--- src/sv/ctsc_pkg.sv ---
// Shared types, constants and helper functions for the C-subset token scanner.
// Used by ctsc_scan_core, ctsc_result_fifo and c_subset_token_scanner_top.
`default_nettype none

package ctsc_pkg;

  // Counter width for the line and offset counters (8..32).
  localparam int COUNTER_BITS  = 24;
  // Identifier bytes kept for keyword matching (6..8).
  localparam int KEYWORD_CHARS = 6;

  localparam int CNT_W   = COUNTER_BITS;
  localparam int KW_W    = KEYWORD_CHARS * 8;
  localparam int FIELD_W = 24;
  localparam int KIND_W  = 5;
  localparam int WIDE_W  = (CNT_W > FIELD_W) ? CNT_W : FIELD_W;
  localparam int KW_TBL_W = 64;
  localparam int KW_COUNT = 8;

  // Result queue depth; one item makes at most two results.
  localparam int RES_DEPTH = 4;
  localparam int RES_PTR_W = $clog2(RES_DEPTH);
  localparam int RES_CNT_W = $clog2(RES_DEPTH + 1);

  typedef logic [CNT_W-1:0]   cnt_t;
  typedef logic [KW_W-1:0]    kwin_t;
  typedef logic [KIND_W-1:0]  kind_t;
  typedef logic [FIELD_W-1:0] field_t;

  localparam cnt_t CNT_MAX = {CNT_W{1'b1}};
  localparam cnt_t CNT_ONE = CNT_W'(1);
  localparam cnt_t CNT_TWO = CNT_W'(2);

  typedef enum logic [3:0] {
    MODE_IDLE       = 4'd0,
    MODE_IDENT      = 4'd1,
    MODE_NUMBER     = 4'd2,
    MODE_SLASH      = 4'd3,
    MODE_LINE_CMT   = 4'd4,
    MODE_BLOCK_CMT  = 4'd5,
    MODE_BLOCK_STAR = 4'd6,
    MODE_LT         = 4'd7,
    MODE_GT         = 4'd8,
    MODE_EQ         = 4'd9
  } mode_t;

  localparam kind_t KIND_EOF      = 5'd0;
  localparam kind_t KIND_INT      = 5'd1;
  localparam kind_t KIND_LPAREN   = 5'd9;
  localparam kind_t KIND_RPAREN   = 5'd10;
  localparam kind_t KIND_LBRACE   = 5'd11;
  localparam kind_t KIND_RBRACE   = 5'd12;
  localparam kind_t KIND_LBRACKET = 5'd13;
  localparam kind_t KIND_RBRACKET = 5'd14;
  localparam kind_t KIND_SEMI     = 5'd15;
  localparam kind_t KIND_COMMA    = 5'd16;
  localparam kind_t KIND_PLUS     = 5'd17;
  localparam kind_t KIND_MINUS    = 5'd18;
  localparam kind_t KIND_STAR     = 5'd19;
  localparam kind_t KIND_SLASH    = 5'd20;
  localparam kind_t KIND_ASSIGN   = 5'd21;
  localparam kind_t KIND_LT       = 5'd22;
  localparam kind_t KIND_GT       = 5'd23;
  localparam kind_t KIND_LE       = 5'd24;
  localparam kind_t KIND_GE       = 5'd25;
  localparam kind_t KIND_EQ       = 5'd26;
  localparam kind_t KIND_AMP      = 5'd27;
  localparam kind_t KIND_IDENT    = 5'd28;
  localparam kind_t KIND_NUMBER   = 5'd29;
  localparam kind_t KIND_ERROR    = 5'd30;

  // Keywords, right-justified ASCII, in kind order starting at KIND_INT.
  localparam logic [KW_TBL_W-1:0] KW_TABLE [KW_COUNT] = '{
    64'h0000_0000_0069_6e74,  // int
    64'h0000_0000_6368_6172,  // char
    64'h0000_0000_6c6f_6e67,  // long
    64'h0000_7374_7275_6374,  // struct
    64'h0000_7265_7475_726e,  // return
    64'h0000_0000_0000_6966,  // if
    64'h0000_0000_656c_7365,  // else
    64'h0000_0077_6869_6c65   // while
  };

  typedef struct packed {
    kind_t  kind;
    field_t line;
    field_t start;
    field_t len;
    logic   last;
  } tok_t;

  // Result bundle from the scan core for one byte.
  typedef struct packed {
    logic [1:0] n;
    tok_t       r0;
    tok_t       r1;
  } res_bundle_t;

  function automatic cnt_t sat_inc(cnt_t v);
    return (v == CNT_MAX) ? v : cnt_t'(v + CNT_ONE);
  endfunction

  function automatic field_t to_field(cnt_t v);
    logic [WIDE_W-1:0] w;
    w = WIDE_W'(v);
    return w[FIELD_W-1:0];
  endfunction

  function automatic tok_t make_tok(kind_t k, cnt_t line, cnt_t start, cnt_t len);
    tok_t t;
    t.kind  = k;
    t.line  = to_field(line);
    t.start = to_field(start);
    t.len   = to_field(len);
    t.last  = 1'b0;
    return t;
  endfunction

  // Kind of a one-byte punctuation token, KIND_EOF when the byte is none.
  function automatic kind_t single_kind(logic [7:0] b);
    kind_t k;
    case (b)
      8'h28:   k = KIND_LPAREN;    // (
      8'h29:   k = KIND_RPAREN;    // )
      8'h7b:   k = KIND_LBRACE;    // {
      8'h7d:   k = KIND_RBRACE;    // }
      8'h5b:   k = KIND_LBRACKET;  // [
      8'h5d:   k = KIND_RBRACKET;  // ]
      8'h3b:   k = KIND_SEMI;      // ;
      8'h2c:   k = KIND_COMMA;     // ,
      8'h2b:   k = KIND_PLUS;      // +
      8'h2d:   k = KIND_MINUS;     // -
      8'h2a:   k = KIND_STAR;      // *
      8'h26:   k = KIND_AMP;       // &
      default: k = KIND_EOF;
    endcase
    return k;
  endfunction

  function automatic kind_t keyword_kind(kwin_t w, logic ovf);
    logic [KW_TBL_W-1:0] wide;
    kind_t k;
    wide = KW_TBL_W'(w);
    k = KIND_IDENT;
    if (!ovf) begin
      for (int i = 0; i < KW_COUNT; i++) begin
        if (wide == KW_TABLE[i]) begin
          k = kind_t'(KIND_INT + kind_t'(i));
        end
      end
    end
    return k;
  endfunction

endpackage

`default_nettype wire

--- src/sv/c_subset_token_scanner_top.sv ---
// Top level of the C-subset token scanner: input register, scan core, result queue.
// Depends on ctsc_pkg, ctsc_scan_core and ctsc_result_fifo.
//
//   channel | ports                                   | beat
//   --------+-----------------------------------------+------------------------------
//   in      | in_valid/in_ready, in_text_byte,        | one source byte or an
//           | in_end_of_text                          | end-of-text marker
//   out     | out_valid/out_ready, out_token_kind,    | one token; last_of_run flags
//           | out_line_number, out_start_offset,      | the final token of an input
//           | out_token_length, out_last_of_run       | beat
//
// One input beat per cycle sustained while the result queue has room. A beat is
// held in the input register and decoded there, and its tokens (zero, one or two)
// are registered into a four-entry result queue that drives out_*.
// A beat is decoded only while the queue has room for two tokens, so a
// stalled consumer backs up through the queue into in_ready.
// Reset (rst_n low, synchronous) returns the scanner to line 1, offset 0 and
// empties both the input register and the queue.
`default_nettype none

module c_subset_token_scanner_top (
  input  wire logic        clk,
  input  wire logic        rst_n,
  input  wire logic        in_valid,
  output logic             in_ready,
  input  wire logic [7:0]  in_text_byte,
  input  wire logic        in_end_of_text,
  output logic             out_valid,
  input  wire logic        out_ready,
  output logic [4:0]       out_token_kind,
  output logic [23:0]      out_line_number,
  output logic [23:0]      out_start_offset,
  output logic [23:0]      out_token_length,
  output logic             out_last_of_run
);

  // Input register
  logic       in_full_r, in_full_nxt;
  logic [7:0] in_byte_r;
  logic       in_eot_r;
  logic       in_take;

  // Decode handoff
  logic                  step;
  logic                  room;
  ctsc_pkg::res_bundle_t bundle;
  ctsc_pkg::tok_t        head;

  assign step     = in_full_r && room;
  assign in_ready = !in_full_r || step;
  assign in_take  = in_valid && in_ready;

  always_comb begin
    in_full_nxt = in_take || (in_full_r && !step);
  end

  always_ff @(posedge clk) begin
    if (!rst_n) begin
      in_full_r <= 1'b0;
    end else begin
      in_full_r <= in_full_nxt;
    end
  end

  // Payload needs no reset
  always_ff @(posedge clk) begin
    if (in_take) begin
      in_byte_r <= in_text_byte;
      in_eot_r  <= in_end_of_text;
    end
  end

  ctsc_scan_core u_core (
    .clk         (clk),
    .rst_n       (rst_n),
    .step        (step),
    .text_byte   (in_byte_r),
    .end_of_text (in_eot_r),
    .res         (bundle)
  );

  ctsc_result_fifo u_fifo (
    .clk        (clk),
    .rst_n      (rst_n),
    .push       (step),
    .bundle     (bundle),
    .room       (room),
    .head_valid (out_valid),
    .head_ready (out_ready),
    .head       (head)
  );

  assign out_token_kind   = head.kind;
  assign out_line_number  = head.line;
  assign out_start_offset = head.start;
  assign out_token_length = head.len;
  assign out_last_of_run  = head.last;

endmodule

`default_nettype wire

--- src/sv/ctsc_scan_core.sv ---
// Scanner state and the per-byte decode: next state plus up to two tokens.
// Depends on ctsc_pkg.
`default_nettype none

module ctsc_scan_core (
  input  wire logic                 clk,
  input  wire logic                 rst_n,
  input  wire logic                 step,
  input  wire logic [7:0]           text_byte,
  input  wire logic                 end_of_text,
  output ctsc_pkg::res_bundle_t     res
);

  ctsc_pkg::mode_t mode_r, mode_nxt;
  ctsc_pkg::kwin_t win_r, win_nxt;
  logic            ovf_r, ovf_nxt;
  ctsc_pkg::cnt_t  line_r, line_nxt;
  ctsc_pkg::cnt_t  off_r, off_nxt;
  ctsc_pkg::cnt_t  tstart_r, tstart_nxt;
  ctsc_pkg::cnt_t  tline_r, tline_nxt;
  logic            err_r, err_nxt;

  logic [7:0]      b;
  logic            b_digit, b_alpha, b_space, b_nl;
  ctsc_pkg::kind_t single_k;
  logic            fresh, flush_has, start_has, pair_has;
  ctsc_pkg::tok_t  flush_tok, start_tok, pair_tok, eof_tok;
  ctsc_pkg::kind_t flush_k, pair_k;
  ctsc_pkg::cnt_t  flush_len;
  logic            a_v, c_v;
  ctsc_pkg::tok_t  a_tok, c_tok;

  assign b        = text_byte;
  assign b_digit  = b inside {[8'h30:8'h39]};
  assign b_alpha  = (b inside {[8'h61:8'h7a], [8'h41:8'h5a]}) || (b == 8'h5f);
  assign b_space  = (b == 8'h20) || (b inside {[8'h09:8'h0d]});
  assign b_nl     = (b == 8'h0a);
  assign single_k = ctsc_pkg::single_kind(b);

  // Shared decode
  always_comb begin
    case (mode_r)
      ctsc_pkg::MODE_LINE_CMT,
      ctsc_pkg::MODE_BLOCK_CMT,
      ctsc_pkg::MODE_BLOCK_STAR: fresh = 1'b0;
      ctsc_pkg::MODE_SLASH:      fresh = (b != 8'h2f) && (b != 8'h2a);
      ctsc_pkg::MODE_LT,
      ctsc_pkg::MODE_GT,
      ctsc_pkg::MODE_EQ:         fresh = (b != 8'h3d);
      ctsc_pkg::MODE_IDENT:      fresh = !(b_alpha || b_digit);
      ctsc_pkg::MODE_NUMBER:     fresh = !b_digit;
      default:                   fresh = 1'b1;
    endcase
  end

  always_comb begin
    flush_has = 1'b1;
    flush_len = ctsc_pkg::CNT_ONE;
    case (mode_r)
      ctsc_pkg::MODE_IDENT: begin
        flush_k   = ctsc_pkg::keyword_kind(win_r, ovf_r);
        flush_len = ctsc_pkg::cnt_t'(off_r - tstart_r);
      end
      ctsc_pkg::MODE_NUMBER: begin
        flush_k   = ctsc_pkg::KIND_NUMBER;
        flush_len = ctsc_pkg::cnt_t'(off_r - tstart_r);
      end
      ctsc_pkg::MODE_SLASH: flush_k = ctsc_pkg::KIND_SLASH;
      ctsc_pkg::MODE_LT:    flush_k = ctsc_pkg::KIND_LT;
      ctsc_pkg::MODE_GT:    flush_k = ctsc_pkg::KIND_GT;
      ctsc_pkg::MODE_EQ:    flush_k = ctsc_pkg::KIND_ASSIGN;
      default: begin
        flush_k   = ctsc_pkg::KIND_EOF;
        flush_has = 1'b0;
      end
    endcase
  end

  always_comb begin
    case (mode_r)
      ctsc_pkg::MODE_LT: pair_k = ctsc_pkg::KIND_LE;
      ctsc_pkg::MODE_GT: pair_k = ctsc_pkg::KIND_GE;
      default:           pair_k = ctsc_pkg::KIND_EQ;
    endcase
  end

  assign pair_has = ((mode_r == ctsc_pkg::MODE_LT) || (mode_r == ctsc_pkg::MODE_GT) ||
                     (mode_r == ctsc_pkg::MODE_EQ)) && (b == 8'h3d);
  // Bytes that open no pending token and are not whitespace give a token now
  assign start_has = !b_space && !b_digit && !b_alpha && (b != 8'h2f) &&
                     (b != 8'h3c) && (b != 8'h3e) && (b != 8'h3d);

  assign flush_tok = ctsc_pkg::make_tok(flush_k, tline_r, tstart_r, flush_len);
  assign pair_tok  = ctsc_pkg::make_tok(pair_k, tline_r, tstart_r, ctsc_pkg::CNT_TWO);
  assign start_tok = ctsc_pkg::make_tok(
                       (single_k != ctsc_pkg::KIND_EOF) ? single_k : ctsc_pkg::KIND_ERROR,
                       line_r, off_r, ctsc_pkg::CNT_ONE);
  assign eof_tok   = ctsc_pkg::make_tok(ctsc_pkg::KIND_EOF, line_r, off_r, '0);

  // Next state
  always_comb begin
    mode_nxt   = mode_r;
    win_nxt    = win_r;
    ovf_nxt    = ovf_r;
    line_nxt   = line_r;
    off_nxt    = off_r;
    tstart_nxt = tstart_r;
    tline_nxt  = tline_r;
    err_nxt    = err_r;
    if (end_of_text) begin
      mode_nxt   = ctsc_pkg::MODE_IDLE;
      win_nxt    = '0;
      ovf_nxt    = 1'b0;
      line_nxt   = ctsc_pkg::CNT_ONE;
      off_nxt    = '0;
      tstart_nxt = '0;
      tline_nxt  = ctsc_pkg::CNT_ONE;
      err_nxt    = 1'b0;
    end else if (!err_r) begin
      case (mode_r)
        ctsc_pkg::MODE_LINE_CMT: begin
          if (b_nl) begin
            line_nxt = ctsc_pkg::sat_inc(line_r);
            mode_nxt = ctsc_pkg::MODE_IDLE;
          end
        end
        ctsc_pkg::MODE_BLOCK_CMT,
        ctsc_pkg::MODE_BLOCK_STAR: begin
          if ((mode_r == ctsc_pkg::MODE_BLOCK_STAR) && (b == 8'h2f)) begin
            mode_nxt = ctsc_pkg::MODE_IDLE;
          end else begin
            if (b_nl) begin
              line_nxt = ctsc_pkg::sat_inc(line_r);
            end
            mode_nxt = (b == 8'h2a) ? ctsc_pkg::MODE_BLOCK_STAR : ctsc_pkg::MODE_BLOCK_CMT;
          end
        end
        ctsc_pkg::MODE_SLASH: begin
          if (b == 8'h2f) begin
            mode_nxt = ctsc_pkg::MODE_LINE_CMT;
          end else if (b == 8'h2a) begin
            mode_nxt = ctsc_pkg::MODE_BLOCK_CMT;
          end
        end
        ctsc_pkg::MODE_LT,
        ctsc_pkg::MODE_GT,
        ctsc_pkg::MODE_EQ: begin
          if (b == 8'h3d) begin
            mode_nxt = ctsc_pkg::MODE_IDLE;
          end
        end
        ctsc_pkg::MODE_IDENT: begin
          if (b_alpha || b_digit) begin
            if (win_r[ctsc_pkg::KW_W-1 -: 8] != 8'h00) begin
              ovf_nxt = 1'b1;
            end
            win_nxt = {win_r[ctsc_pkg::KW_W-9:0], b};
          end
        end
        default: begin
        end
      endcase
      if (fresh) begin
        mode_nxt = ctsc_pkg::MODE_IDLE;
        if (b_space) begin
          if (b_nl) begin
            line_nxt = ctsc_pkg::sat_inc(line_r);
          end
        end else if (!start_has) begin
          tstart_nxt = off_r;
          tline_nxt  = line_r;
          if (b == 8'h2f) begin
            mode_nxt = ctsc_pkg::MODE_SLASH;
          end else if (b == 8'h3c) begin
            mode_nxt = ctsc_pkg::MODE_LT;
          end else if (b == 8'h3e) begin
            mode_nxt = ctsc_pkg::MODE_GT;
          end else if (b == 8'h3d) begin
            mode_nxt = ctsc_pkg::MODE_EQ;
          end else if (b_digit) begin
            mode_nxt = ctsc_pkg::MODE_NUMBER;
          end else begin
            mode_nxt = ctsc_pkg::MODE_IDENT;
            win_nxt  = ctsc_pkg::KW_W'(b);
            ovf_nxt  = 1'b0;
          end
        end else if (single_k == ctsc_pkg::KIND_EOF) begin
          err_nxt = 1'b1;
        end
      end
      off_nxt = ctsc_pkg::sat_inc(off_r);
    end
  end

  // Results: first and second candidate, then packed to the front
  always_comb begin
    a_v   = 1'b0;
    c_v   = 1'b0;
    a_tok = flush_tok;
    c_tok = start_tok;
    if (end_of_text) begin
      a_v   = !err_r && flush_has;
      c_v   = 1'b1;
      c_tok = eof_tok;
    end else if (!err_r) begin
      if (pair_has) begin
        a_v   = 1'b1;
        a_tok = pair_tok;
      end else if (fresh) begin
        a_v = flush_has;
        c_v = start_has;
      end
    end
    res.r1 = c_tok;
    if (a_v) begin
      res.r0      = a_tok;
      res.n       = c_v ? 2'd2 : 2'd1;
      res.r0.last = !c_v;
      res.r1.last = 1'b1;
    end else begin
      res.r0      = c_tok;
      res.n       = c_v ? 2'd1 : 2'd0;
      res.r0.last = 1'b1;
    end
  end

  always_ff @(posedge clk) begin
    if (!rst_n) begin
      mode_r   <= ctsc_pkg::MODE_IDLE;
      win_r    <= '0;
      ovf_r    <= 1'b0;
      line_r   <= ctsc_pkg::CNT_ONE;
      off_r    <= '0;
      tstart_r <= '0;
      tline_r  <= ctsc_pkg::CNT_ONE;
      err_r    <= 1'b0;
    end else if (step) begin
      mode_r   <= mode_nxt;
      win_r    <= win_nxt;
      ovf_r    <= ovf_nxt;
      line_r   <= line_nxt;
      off_r    <= off_nxt;
      tstart_r <= tstart_nxt;
      tline_r  <= tline_nxt;
      err_r    <= err_nxt;
    end
  end

  // End of text always closes with an EOF token
  a_eot_eof: assert property (@(posedge clk) disable iff (!rst_n)
    (step && end_of_text) |->
      ((res.n == 2'd1) && (res.r0.kind == ctsc_pkg::KIND_EOF)) ||
      ((res.n == 2'd2) && (res.r1.kind == ctsc_pkg::KIND_EOF)))
    else $error("end of text without trailing EOF token");

  // Sticky error swallows input
  a_err_quiet: assert property (@(posedge clk) disable iff (!rst_n)
    (step && err_r && !end_of_text) |-> (res.n == 2'd0))
    else $error("token produced after error");

  // A consumed byte moves the offset off zero
  a_off_moves: assert property (@(posedge clk) disable iff (!rst_n)
    (step && !err_r && !end_of_text) |=> (off_r != '0))
    else $error("byte offset did not advance");

endmodule

`default_nettype wire

--- src/sv/ctsc_result_fifo.sv ---
// Small result queue: takes up to two tokens a cycle, hands out one a cycle while head_ready is high.
// Depends on ctsc_pkg.
`default_nettype none

module ctsc_result_fifo (
  input  wire logic                  clk,
  input  wire logic                  rst_n,
  input  wire logic                  push,
  input  wire ctsc_pkg::res_bundle_t bundle,
  output logic                       room,
  output logic                       head_valid,
  input  wire logic                  head_ready,
  output ctsc_pkg::tok_t             head
);

  ctsc_pkg::tok_t mem [ctsc_pkg::RES_DEPTH];
  logic [ctsc_pkg::RES_PTR_W-1:0] wr_ptr_r, wr_ptr_nxt;
  logic [ctsc_pkg::RES_PTR_W-1:0] rd_ptr_r, rd_ptr_nxt;
  logic [ctsc_pkg::RES_CNT_W-1:0] count_r, count_nxt;
  logic [ctsc_pkg::RES_CNT_W-1:0] push_n;
  logic                           pop;

  assign head_valid = (count_r != '0);
  assign head       = mem[rd_ptr_r];
  assign pop        = head_valid && head_ready;
  // Room for a worst-case pair after this cycle's pop
  assign room = ctsc_pkg::RES_CNT_W'(count_r - ctsc_pkg::RES_CNT_W'(pop)) <=
                ctsc_pkg::RES_CNT_W'(ctsc_pkg::RES_DEPTH - 2);
  assign push_n = push ? ctsc_pkg::RES_CNT_W'(bundle.n) : '0;

  always_comb begin
    wr_ptr_nxt = ctsc_pkg::RES_PTR_W'(wr_ptr_r + push_n);
    rd_ptr_nxt = ctsc_pkg::RES_PTR_W'(rd_ptr_r + ctsc_pkg::RES_PTR_W'(pop));
    count_nxt  = ctsc_pkg::RES_CNT_W'(count_r + push_n - ctsc_pkg::RES_CNT_W'(pop));
  end

  always_ff @(posedge clk) begin
    if (push && (bundle.n != 2'd0)) begin
      mem[wr_ptr_r] <= bundle.r0;
    end
    if (push && (bundle.n == 2'd2)) begin
      mem[ctsc_pkg::RES_PTR_W'(wr_ptr_r + 1'b1)] <= bundle.r1;
    end
  end

  always_ff @(posedge clk) begin
    if (!rst_n) begin
      wr_ptr_r <= '0;
      rd_ptr_r <= '0;
      count_r  <= '0;
    end else begin
      wr_ptr_r <= wr_ptr_nxt;
      rd_ptr_r <= rd_ptr_nxt;
      count_r  <= count_nxt;
    end
  end

  a_no_overflow: assert property (@(posedge clk) disable iff (!rst_n)
    count_r <= ctsc_pkg::RES_CNT_W'(ctsc_pkg::RES_DEPTH))
    else $error("result queue overflow");

endmodule

`default_nettype wire

--- config.mk ---
export PLATFORM = sky130hd
export DESIGN_NAME = c_subset_token_scanner_top
export DESIGN_NICKNAME = d
export VERILOG_FILES = /design/src/sv/ctsc_pkg.sv /design/src/sv/c_subset_token_scanner_top.sv /design/src/sv/ctsc_scan_core.sv /design/src/sv/ctsc_result_fifo.sv
export SDC_FILE = /design/constraint.sdc
export NUM_CORES = 1
export LEC_CHECK = 0
export BUFFER_PORTS_ARGS = -buffer_cell sky130_fd_sc_hd__buf_2
export CORE_MARGIN = 5
export CORE_UTILIZATION = 65
export CTS_CLUSTER_SIZE = 14
export DETAILED_ROUTE_END_ITERATION = 16
export PLACE_DENSITY = 0.87
export SLEW_MARGIN = 20
export SYNTH_ARGS = -nofsm -noshare
export SYNTH_HDL_FRONTEND = slang
export SYNTH_HIERARCHICAL = 1
export SYNTH_SLANG_ARGS = --single-unit
--- constraint.sdc ---
create_clock -name clk -period 11.8 [get_ports clk]
set_input_delay 1.18 -clock clk [delete_from_list [all_inputs] [get_ports clk]]
set_output_delay 1.18 -clock clk [all_outputs]
set_load 0.005 [all_outputs]
======== After elaboration in Yosys (flattened, before gate mapping) ========
Memory sizes are Yosys's and may differ from the RTL's. A register that Yosys moved wholly into a read port is not among the register bits.
Index checks and enable logic that the tools add are counted.
operators by class
  divide/modulo/power cells ............... 0
  reduce and logical (&&, ||, !) cells .... 52
  bitwise logic cells ..................... 0
  $lt $le $gt $ge ......................... 9
  add/sub/neg operators ................... 9
  multiply operators ...................... 0
  equality and inequality tests ........... 51
  multiplexer cells ....................... 108
  shifts and indexed selects .............. 0
operators by type and width
  operator                                                            count
  2-to-1 mux 48 bit                                                   12
  2-to-1 mux 24 bit                                                   22
  2-to-1 mux 78 bit                                                   4
  == test 48 x 31 -> 1 bit (second input constant)                    3
  == test 8 x 6 -> 1 bit (second input constant)                      13
  == test 48 x 47 -> 1 bit (second input constant)                    2
  2-to-1 mux 80 bit                                                   1
  case mux 5 bit (12 select lines)                                    1
  2-to-1 mux 4 bit                                                    14
  2-to-1 mux 5 bit                                                    10
  adder 24 x 1 -> 24 bit (second input constant)                      2
  == test 24 bit (second input constant)                              2
  == test 48 x 15 -> 1 bit (second input constant)                    1
  == test 48 x 23 -> 1 bit (second input constant)                    1
  == test 48 x 39 -> 1 bit (second input constant)                    1
  case mux 24 bit (2 select lines)                                    1
  == test 8 x 7 -> 1 bit (second input constant)                      5
  != test 8 x 6 -> 1 bit (second input constant)                      5
  2-to-1 mux 1 bit                                                    34
  case mux 5 bit (6 select lines)                                     1
  subtractor 24 bit                                                   1
  logical AND 1 bit                                                   20
  == test 4 x 3 -> 1 bit (second input constant)                      4
  greater-or-equal comparator 8 x 7 -> 1 bit (second input constant)  2
  38 further kinds                                                    67
storage, ports and cells
  flip-flop bits (word level) ............. 167
  memory bits (read-only) ................. 0
  latch bits .............................. 0
  bits in writable memories ............... 312
  logic and storage cells ................. 244
  memories kept ........................... 1
memories
  name        words  width  read ports  clocked after Yosys merged registers in  wr ports  line                    source
  u_fifo.mem  4      78     1           1                                        2         ctsc_result_fifo.sv:16  ctsc_pkg::tok_t mem [ctsc_pkg::RES_DEPTH];

======== Longest topological paths before layout ========
Gate-level depths: netlist of the first run.
  word-level depth ........................ 20
  mapped depth ............................ 22

======== Hierarchy ========
Netlist of the first run, hierarchy kept.
by module, submodules not included
  module                      cells an instance  instances  area an instance (um2)  seq. area each (um2)
  ctsc_result_fifo            817                1          15447.3                 9509.1
  ctsc_scan_core              1225               1          9888.2                  3002.9
  c_subset_token_scanner_top  15                 1          335.3                   290.3

======== Least setup slack after synthesis of the first run ========
Ideal clock, no wire load.
  path kind ............................... reg2reg
  start point ............................. register in_byte_r[4]
  end point ............................... memory u_fifo/mem[0][0] (netlist name) (enable)
  arrival ................................. 6.793 ns
  stages on the path, launching flop included .. 17
  slack ................................... 4.465 ns
  data required time ...................... 11.258 ns
  cells stage by stage .................... edfxtp_1 -> buf_2 -> nor4b_4 -> nand4_1 -> a41oi_1 -> and3_1 -> buf_6 -> a21oi_4 -> nor2_2 -> buf_2 -> buf_6 -> inv_1 -> ha_1 -> buf_2 -> nor2b_1 -> a21oi_1 -> o22ai_1
RTL lines
  what                      line                              source
  start: declaration        c_subset_token_scanner_top.sv:39  logic [7:0] in_byte_r;
  start signal: assignment  c_subset_token_scanner_top.sv:68  in_byte_r <= in_text_byte;
  end: declaration          ctsc_result_fifo.sv:16

==> key figures, run 1 <==
Place
  – DP Wirelength: 37.4 mm
  – Placed instance area: 26400 µm²
  – Final Wtd Congestion: 0.970
  – Buffers on Ports: 92

Power
  – Comb power frac: 19.1%
  – Sequential share of power: 45.6%
  – P_leak: 9.83 nW
  – VDD IR-drop max: 0.134 mV
  – Sw Ratio: between 20% and 30%
  – Internal power: roughly 3.2 mW
  – Power share of the clock group: 35.2%
  – P_sw: 1.20 mW
  – Power, Total: 4.36 mW
  – PwrDens: 156 nW/µm²

Final layout
  – Final instance area: 28000 µm²
  – Fillcell total: 2501
  – ANT cells: 0
  – Area delta synth->final: 8.90%
  – Nets: 2137
  – Share of cells above drive strength 1: 29.5%

STA
  – Worst Skew: 0.0138 ns
  – Max Fclk: 166 MHz
  – Minimum clock period after layout: 6.02 ns
  – WHS: 0.479 ns
  – Final hold vios: 0
  – Fin Setup TNS: 0 ns
  – RSZ-0062 raised after global routing: false
  – Final Max Slew Viols: 0
  – Worst slew margin: 30.5%
  – Final period utilization: 51.0%
  – Setup violations, final: 0
  – Worst-margin pin slew: between 1 and 1.5 ns

Critical path
  – Crit Path Class: flip-flop to flip-flop
  – Reg-to-Reg Start: in_byte_r[1]
  – CP arrival: 6.35 ns
  – Worst EP required: roughly 12 ns
  – CP Capture Type: flip-flop
  – Worst Reg-to-Reg Cells: 13
  – CP Max Fanout: 55
  – R2r setup slk: between 5 and 6 ns
  – Startpoint Class: flip-flop
  – Reg-to-Reg End: u_fifo/mem[2][38]

Hold path
  – Worst hold path cell count: 2
  – Min-delay src: u_core/tline_r[15]
  – Hold Path Sink: u_core/tline_r[15]
  – Worst min path class: flip-flop to flip-flop

Clock tree
  – Clk slew on worst S/H paths: 0.06 ns
  – Post-cts sizing count: 0
  – Max H-tree Level: 2
  – CTS sink cnt: 479
  – CTS tree: yes
  – Cts hold-fix bufs: 0
  – CTS buffer count: 49
  – Deepest clock path buffer count: 3
  – Root Driver: clkbuf_16
  – Postcts setup bufs: 0
  – Worst-Skew Late Latency: 0.59 ns

Floorplan
  – Die H: between 200 and 250 µm
  – Die Area: 43600 µm²
  – # IOs: 93
  – Placeable core area: 38800 µm²
  – Row count: 72
  – Initial Util: 66.1%
  – Die W: 209 µm

Drt
  – Final ANT Viol Nets: 0
  – DRT Pass-1 Iters: 5
  – WL/cell: 23.6 µm
  – Post-route DRC: 0
  – DR vias/cell: 6.57
  – Total Wirelength: between 60 and 70 mm
  – Drt initial violations: ~1600
  – Via Count: 17400

Logic synthesis
  – Top cells by count, synth: edfxtp_1, mux2_2, dfxtp_1
  – Post-synth EDFFs: 321
  – Async SR Flop Fraction: 0%
  – Synthesis Warnings: 6
  – Yosys reg bits: 479
  – Synth top area cells: edfxtp_1, mux2_2, dfxtp_1
  – Top FF cell, synth: edfxtp_1
  – Synth cell types: 96
  – Post-synthesis sequential area ratio: 49.9%
  – Avg Synthesized Cell Area: 12.5 µm²
  – Most numerous cell in the Yosys netlist: edfxtp_1
  – Mapped cell area: 25700 µm²
  – Yosys top cell by area: edfxtp_1
  – Synth Instances: between 2000 and 2500
  – Top-area cell type share of the netlist area: between 30% and 40%

Global routing
  – GRT Residual Overflow: 0
  – First-pass GRT wire length: 98.7 mm
  – Largest net degree at the start of global routing: 95
  – Initial antenna violation count: 0
  – Gr usage total: around 28%
  – Number of global-route vias before repair: 17800

Status
  – Status: finished, final reports clean

Flow run
  – # Max-Cap Violations: 0
-- critical path: stages (launching register included) --
cell	delay, ns
edfxtp_1	0.72
and2_0	0.37
a211oi_1	0.17
o211ai_1	0.32
and2_0	0.47
a21oi_4	0.17
nor2_4	0.11
buf_4	0.63
inv_1	0.26
ha_1	0.49
nor2b_1	0.25
and3_4	0.48
buf_4	0.82
mux2_2	0.44
-- stage by stage --
| stage | worst slack (ns) | utilization [%] | instances |
|---|---|---|---|
| 2_1_floorplan | 4.47 | - | 2079 |
| 6_report | 5.78 | 72.0 | 2649 |
| 3_3_place_gp | 6.01 | 67.9 | 2558 |
| 4_1_cts | 5.81 | 72.0 | 2649 |
| 5_1_grt | 5.41 | 72.0 | 2649 |
| 3_5_place_dp | 5.87 | 67.9 | 2558 |
-- sequential cells by signal, indices dropped and copies added (netlist names) --
register,cells
u_core/line_r,24
in_full_r,1
in_byte_r,8
u_core/mode_r,4
u_core/off_r,24
u_fifo/count_r,3
in_eot_r,1
u_fifo/rd_ptr_r,2
u_core/tstart_r,24
u_fifo/wr_ptr_r,2
u_fifo/mem,312
u_core/win_r,48
u_core/err_r,1
u_core/tline_r,24
u_core/ovf_r,1
-- worst max path at each step --
stage	startpoint	end	cells past startpoint
after floorplan	in_byte_r[4]	u_fifo/mem[0][0]	16
after global routing	in_byte_r[1]	u_fifo/mem[2][38]	13
after detailed placement	in_byte_r[1]	u_fifo/mem[2][56]	13
after CTS	in_byte_r[1]	u_fifo/mem[2][38]	13
final	in_byte_r[1]	u_fifo/mem[2][38]	13
after global placement	in_byte_r[4]	u_fifo/mem[2][54]	13
-- final cells by class --
cell class,instances,area [µm²],share of cell area [%]
Clock buffer,67,1390,4.96
Clock inverter,24,201,0.721
Timing Repair Buffer,118,656,2.35
Sequential cell,479,12800,45.8
Tap cell,518,648,2.32
Inverter,50,188,0.671
Multi-Input combinational cell,1393,12100,43.2
-- metal layers --
layer / global-route usage (%) / wire length, µm / vias up
met5: 0 / 0 / -
met4: 9.00 / 1880 / 0
met3: 4.18 / 4060 / 131
met2: 47.9 / 31400 / 720
met1: 37.2 / 25100 / 8665
li1: - / - / 7898
-- layout by cell type, fill, tap and decap left out, types with 14 or more instances in the layout --
cell and n:
nand4_1 20, xnor2_1 35, dfxtp_1 156, nor4_1 22
and3_1 18, o21ai_0 69, xor2_1 14, ha_1 31
nor2b_1 21, a21boi_0 48, edfxtp_1 321, and2_1 19
a21oi_1 56, a22o_1 47, mux2_2 317, clkbuf_16 51
a21o_1 15, nor2_1 87, inv_1 49, conb_1 23
mux4_2 78, buf_4 26, buf_2 92, mux2_1 40
nand3_1 87, nor3_1 30, nand2b_1 59, nand2_1 71
-- power groups by stage --
stage               sequential, mW  clock, mW  combinational [mW]
floorplan                     1.97          0               0.583
global placement              2.02          0               0.826
detailed placement            2.03          0               0.836
CTS                           1.99       1.55               0.843
global route                  2.00       1.62               0.892
finish                        1.99       1.54               0.834
-- logic make-up (layout without fill, tap and decap cells) --
group,after synthesis,after routing,synth area share [%]
muxes,444,444,22.9
xor gates and xnor gates,49,49,1.67
other,1,23,0.0146
DFF,479,479,49.9
and+or+nand+nor,520,520,11.3
buffers and inverters,207,259,3.87
adders and majority gates,33,33,1.67
AOI/OAI and AO/OA,324,324,8.77
No activity file was read; power rests on OpenSTA's default activity.
==> inputs of run 2 (changes only) <==
--- a/config.mk
+++ b/config.mk
@@ -7,10 +7,10 @@
 export LEC_CHECK = 0
 export BUFFER_PORTS_ARGS = -buffer_cell sky130_fd_sc_hd__buf_2
 export CORE_MARGIN = 5
-export CORE_UTILIZATION = 65
+export CORE_UTILIZATION = 57
 export CTS_CLUSTER_SIZE = 14
 export DETAILED_ROUTE_END_ITERATION = 16
-export PLACE_DENSITY = 0.87
+export PLACE_DENSITY = 0.81
 export SLEW_MARGIN = 20
 export SYNTH_ARGS = -nofsm -noshare
 export SYNTH_HDL_FRONTEND = slang
==> constraint.sdc (replaced) <==
create_clock -name clk -period 5.4 [get_ports clk]
set_input_delay 0.54 -clock clk [delete_from_list [all_inputs] [get_ports clk]]
set_output_delay 0.54 -clock clk [all_outputs]
set_load 0.005 [all_outputs]
==> run 2 against run 1 <==
Compared with the run above:
- fmax rose by 25%
- routed wire length rose by 0.19%
- utilization fell by 8.5 points
- clock power rose by 120%
- setup slack got worse by 5.2 ns
- clock skew rose by 0.00067 ns
- sequential power rose by 120%
- global-route usage fell by 3.2 points
- via count fell by 0.71%
- critical path type unchanged
==> key figures, run 2 (synthesis results as in run 1) <==
Global routing
  – First-pass GRT wire length: just under 100 mm
  – Top Usage Layer GRT: met2
  – Met1 usage: 32.6%
  – Initial antenna violation count: 0
  – Number of global-route vias before repair: roughly 17000
  – Largest net degree at the start of global routing: 95
  – Gr usage total: 24.8%
  – GR Util met2: between 40 and 50%
  – GRT Residual Overflow: 0
  – GR Layer Usage met3: 3.80%

STA
  – Final hold vios: 0
  – Worst slew margin: 30.7%
  – Final Max Slew Viols: 0
  – Worst-margin pin slew: 1.03 ns
  – Final period utilization: 89.5%
  – WHS: 0.122 ns
  – RSZ-0062 raised after global routing: false
  – Minimum clock period after layout: 4.83 ns
  – Fin worst setup slack: 0.566 ns
  – Worst Skew: 0.0145 ns
  – Max Fclk: 207 MHz
  – Setup violations, final: 0

Power
  – PwrDens: 339 nW/µm²
  – P_leak: 9.88 nW
  – VDD IR-drop max: 0.250 mV

Critical path
  – Top delay family on crit path: simple AND/OR/NAND/NOR gates
  – Worst EP required: between 5 and 6 ns
  – Crit Path Class: flip-flop to flip-flop
  – Worst Reg-to-Reg Cells: 12
  – Critical path depth: 12
  – CP Capture Type: flip-flop
  – CP arrival: 5.17 ns
  – Worst Setup SP: in_byte_r[4]
  – Startpoint Class: flip-flop
  – Slowest stage delay, CP: 0.57 ns
  – CP most frequent cell: nand2_1
  – Slowest cell on crit path: edfxtp_1
  – CP Buf/Inv Count: 1
  – Worst-path cell chain: nor4b_4 > nand4_1 > a41oi_1 > and3_1 > nand2_1 > nand2_1 > o31ai_1 > ha_1 > nor2b_1 > and3_4 > buf_4 > mux2_1
  – Worst Setup EP: u_fifo/mem[2][62]
  – R2r setup slk: 0.57 ns
  – Reg-to-Reg Start: in_byte_r[4]
  – Reg-to-Reg End: u_fifo/mem[2][62]
  – CP Max Fanout: 27

Place
  – Placed Cells: approximately 2600
  – Buffers on Ports: 92
  – DP Wirelength: 38.7 mm
  – Pre-CTS setup slack: ~0.66 ns
  – Final Wtd Congestion: roughly 0.89

Clock tree
  – Max H-tree Level: 2
  – Clk slew on worst S/H paths: 0.06 ns
  – Post-cts sizing count: 0
  – Cts hold-fix bufs: 0
  – Deepest clock path buffer count: 3
  – CTS sink cnt: approximately 480
  – Root Driver: clkbuf_16
  – CTS buffer count: 50
  – CTS tree: yes
  – Worst-Skew Late Latency: 0.60 ns
  – Postcts setup bufs: 0

Final layout
  – Fin cells: 2728
  – Most flops, register: u_fifo/mem
  – Commonest cells after routing, fill and taps aside: edfxtp_1, mux2_2, dfxtp_1
  – Top flop regs: u_fifo/mem (312), u_core/win_r (48)
  – ANT cells: 0
  – Nets: ~2100
  – Max reg flops: 312
  – Post-layout util: 63.5%
  – Area delta synth->final: 9.79%
  – Share of cells above drive strength 1: 29.5%
  – Most common cell after layout, fill and taps aside: edfxtp_1
  – Fillcell total: 3276

Drt
  – Drt initial violations: between 1500 and 2000
  – DR vias/cell: 6.34
  – DRT Pass-1 Iters: 5
  – WL/cell: 22.9 µm
  – Post-route DRC: 0
  – Total Wirelength: 62.6 mm
  – Final ANT Viol Nets: 0
  – Via Count: about 17000

Hold path
  – Worst min path class: input pin to flip-flop

Flow run
  – # Max-Cap Violations: 0

Floorplan
  – Placeable core area: 44400 µm²
  – Die H: roughly 220 µm
  – Initial Util: between 50% and 60%
  – Row count: 77
  – # IOs: 93
  – Die Area: 49400 µm²
  – Die W: 222 µm

Status
  – Status: finished, final reports clean
[run 2: metal layers]
| layer | vias to the layer above | routed length [µm] |
|---|---|---|
| met2 | 640 | 31700 |
| li1 | 7909 | - |
| met3 | 92 | 3790 |
| met5 | - | 0 |
| met4 | 0 | 1520 |
| met1 | 8650 | 25600 |
[run 2: layout make-up]
cell class | count | area [µm²] | area share (%)
sequential | 479 | 12800 | 45.4
multi-input combinational | 1393 | 12100 | 42.8
clock buffer | 71 | 1430 | 5.09
timing repair buffer | 121 | 766 | 2.72
tap | 592 | 741 | 2.63
inverter | 50 | 188 | 0.666
clock inverter | 22 | 180 | 0.639
[run 2: worst reg2reg max path, stage by stage, from the launching register on]
cell and delay, ns:
edfxtp_1 0.57, nor4b_4 0.56, nand4_1 0.17, a41oi_1 0.28
and3_1 0.46, nand2_1 0.25, nand2_1 0.13, o31ai_1 0.12
ha_1 0.48, nor2b_1 0.27, and3_4 0.56, buf_4 0.37
mux2_1 0.36
[run 2: worst min path at each step]
stage	start	to	slack (ns)	depth (start not counted)
finish	in_text_byte[7]	in_byte_r[7]	0.12	1
global route	in_text_byte[2]	in_byte_r[2]	0.09	1
CTS	in_text_byte[3]	in_byte_r[3]	0.09	1
detailed placement	u_core/tline_r[20]	u_core/tline_r[20]	0.47	2
global placement	u_core/tline_r[22]	u_core/tline_r[22]	0.46	2
floorplan	u_core/win_r[7]	u_core/win_r[7]	0.45	1
[run 2: metrics by stage]
step                      power (mW)  TNS (ns)  area (µm²)
after floorplan                 5.57   -191.73       25800
after global placement          6.24         0       26600
after detailed placement        6.28         0       26600
after CTS                       9.64         0       28200
after global routing            9.95         0       28200
final                           9.56         0       28200
[run 2: report_power, final]
| group | internal [mW] | switching (mW) |
|---|---|---|
| combinational | 0.847 | 0.986 |
| sequential | 4.15 | 0.208 |
| clock | 1.95 | 1.43 |
| total | 6.94 | 2.62 |
==> inputs of run 3 (changes only) <==
--- a/config.mk
+++ b/config.mk
@@ -10,6 +10,7 @@
 export CORE_UTILIZATION = 57
 export CTS_CLUSTER_SIZE = 14
 export DETAILED_ROUTE_END_ITERATION = 16
+export GPL_TIMING_DRIVEN = 0
 export PLACE_DENSITY = 0.81
 export SLEW_MARGIN = 20
 export SYNTH_ARGS = -nofsm -noshare
==> run 3 against run 2 <==
Compared with the run above:
- sequential cell count stayed put
- final cell count increased by 5.7%
- clock power is 2% higher
- combinational power rose by 16%
- sequential share of layout area shrank 1.6 points
- critical endpoint is now u_fifo/mem[1][62]
- highest routed layer unchanged
==> key figures, run 3 (synthesis results as in run 1) <==
Critical path
  – Reg-to-Reg Start: in_byte_r[1]
  – Worst Setup EP: u_fifo/mem[1][62]
  – CP Capture Type: flip-flop
  – CP Max Fanout: 10
  – Startpoint Class: flip-flop
  – CP arrival: 5.50 ns
  – R2r setup slk: 0.23 ns
  – Worst EP required: 5.72 ns
  – Reg-to-Reg End: u_fifo/mem[1][62]
  – Worst Reg-to-Reg Cells: 19
  – Crit Path Class: flip-flop to flip-flop
  – Worst Setup SP: in_byte_r[1]

Drt
  – DRT Pass-1 Iters: 7
  – Total Wirelength: 66.0 mm
  – WL/cell: 22.9 µm
  – DR vias/cell: ~6.2
  – Via Count: 18000
  – Post-route DRC: 0
  – Final ANT Viol Nets: 0
  – Drt initial violations: 1713

STA
  – Final Max Slew Viols: 0
  – Worst Skew: 0.0138 ns
  – Worst-margin pin slew: 1.02 ns
  – Fin worst setup slack: 0.225 ns
  – Minimum clock period after layout: ~5.2 ns
  – Setup violations, final: 0
  – Worst slew margin: 32.1%
  – Max Fclk: 193 MHz
  – Final hold vios: 0
  – WHS: 0.131 ns
  – Final period utilization: 95.8%

Power
  – Sw Ratio: a little over a quarter
  – Sequential share of power: a little over two fifths
  – PwrDens: 336 nW/µm²
  – Comb power frac: 21.6%
  – Power, Total: 9.80 mW
  – Internal power: 7.12 mW
  – Power share of the clock group: 35.3%
  – VDD IR-drop max: 0.253 mV
  – P_sw: 2.68 mW
  – P_leak: 10.5 nW

Status
  – Status: finished, final reports clean

Hold path
  – Worst hold path cell count: 1
  – Worst min path class: input pin to flip-flop

Clock tree
  – CTS tree: yes
  – Deepest clock path buffer count: 3
  – CTS buffer count: 51
  – CTS sink cnt: 479
  – Worst-Skew Late Latency: between 0.5 and 0.6 ns
  – Cts hold-fix bufs: 0
  – Root Driver: clkbuf_16
  – Clk slew on worst S/H paths: 0.06 ns
  – Max H-tree Level: 2

Final layout
  – Most flops, register: u_fifo/mem
  – Fillcell total: 3287
  – Post-layout util: between 60 and 70%
  – Nets: 2297
  – Max reg flops: 312
  – ANT cells: 0
  – Most common cell after layout, fill and taps aside: edfxtp_1
  – Final instance area: 29200 µm²
  – Commonest cells after routing, fill and taps aside: edfxtp_1, mux2_2, dfxtp_1
  – Area delta synth->final: 13.6%
  – Share of cells above drive strength 1: 30.7%
  – Top flop regs: u_fifo/mem (312), u_core/win_r (48)

Floorplan
  – Placeable core area: 44400 µm²
  – Row count: 77
  – # IOs: 93
  – Initial Util: 57.8%
  – Die W: 222 µm
  – Die Area: approximately 49000 µm²
  – Die H: 222 µm

Place
  – Placed instance area: 27400 µm²
  – Pre-CTS setup slack: -0.108 ns
  – Buffers on Ports: 92
  – Final Wtd Congestion: 0.934
  – DP Wirelength: 45.9 mm

Global routing
  – Number of global-route vias before repair: 18200
  – Gr usage total: approximately a quarter
  – Initial antenna violation count: 2
  – Largest net degree at the start of global routing: 22
  – GRT Residual Overflow: 0
  – First-pass GRT wire length: ~100 mm

Flow run
  – # Max-Cap Violations: 0
run 3: power by group through the flow:
stage	Sequential, mW	Combinational (mW)	Clock (mW)
after floorplan	4.28	1.29	0
after global placement	4.31	1.99	0
after detailed placement	4.30	2.13	0
after CTS	4.22	2.14	3.51
after global routing	4.23	2.29	3.67
final	4.22	2.12	3.46
run 3: area by class of cell:
cell class                      count  area (µm²)  area share, %
Clock inverter                     17         160          0.549
Clock buffer                       77        1480           5.08
Timing Repair Buffer              119         968           3.32
Buffer                            157         813           2.79
Tap cell                          592         741           2.54
Inverter                           50         188          0.644
Multi-Input combinational cell   1393       12000           41.2
Sequential cell                   479       12800           43.9
run 3: critical path, cell delays in order, from the launching register on:
cell      delay, ns
edfxtp_1       0.31
buf_2          0.17
and2_0         0.14
clkbuf_1       0.26
a211oi_1       0.19
o211ai_1       0.42
and2_0         0.18
buf_2          0.18
a21oi_4        0.12
nor2_4         0.25
buf_4          0.28
buf_6          0.23
inv_1          0.13
ha_1           0.29
buf_2          0.20
nor3b_2        0.10
nand2_2        0.27
buf_2          0.42
buf_2          0.38
mux2_2         0.38
run 3: worst min-delay path by stage:
stage	slack [ns]	endpoint	from
final	0.13	in_byte_r[6]	in_text_byte[6]
after global routing	0.11	in_byte_r[0]	in_text_byte[0]
after CTS	0.10	in_byte_r[0]	in_text_byte[0]
after detailed placement	0.47	u_core/win_r[43]	u_core/win_r[43]
after global placement	0.46	u_core/tline_r[21]	u_core/tline_r[21]
after floorplan	0.45	u_core/win_r[7]	u_core/win_r[7]
run 3: what timing repair did:
item / CTS / global route
buffers inserted: 2 / 7
pin swaps: 1 / 2
endpoints found under the setup margin: 88 / 178
cloned: 0 / 0
gates resized for setup: 2 / 4
run 3: through the flow:
| stage | setup TNS (ns) | cells |
|---|---|---|
| final | 0 | 2884 |
| after global routing | -0.0324 | 2884 |
| after CTS | 0 | 2877 |
| after detailed placement | -2.50 | 2781 |
| after global placement | -966.01 | 2763 |
| after floorplan | -191.73 | 2079 |
run 3: per-layer routing:
layer	global-route usage, %	part of all wire [%]
met4	8.19	3.2
met5	0	0
met1	34.7	41
met3	3.63	7.0
met2	44.4	49
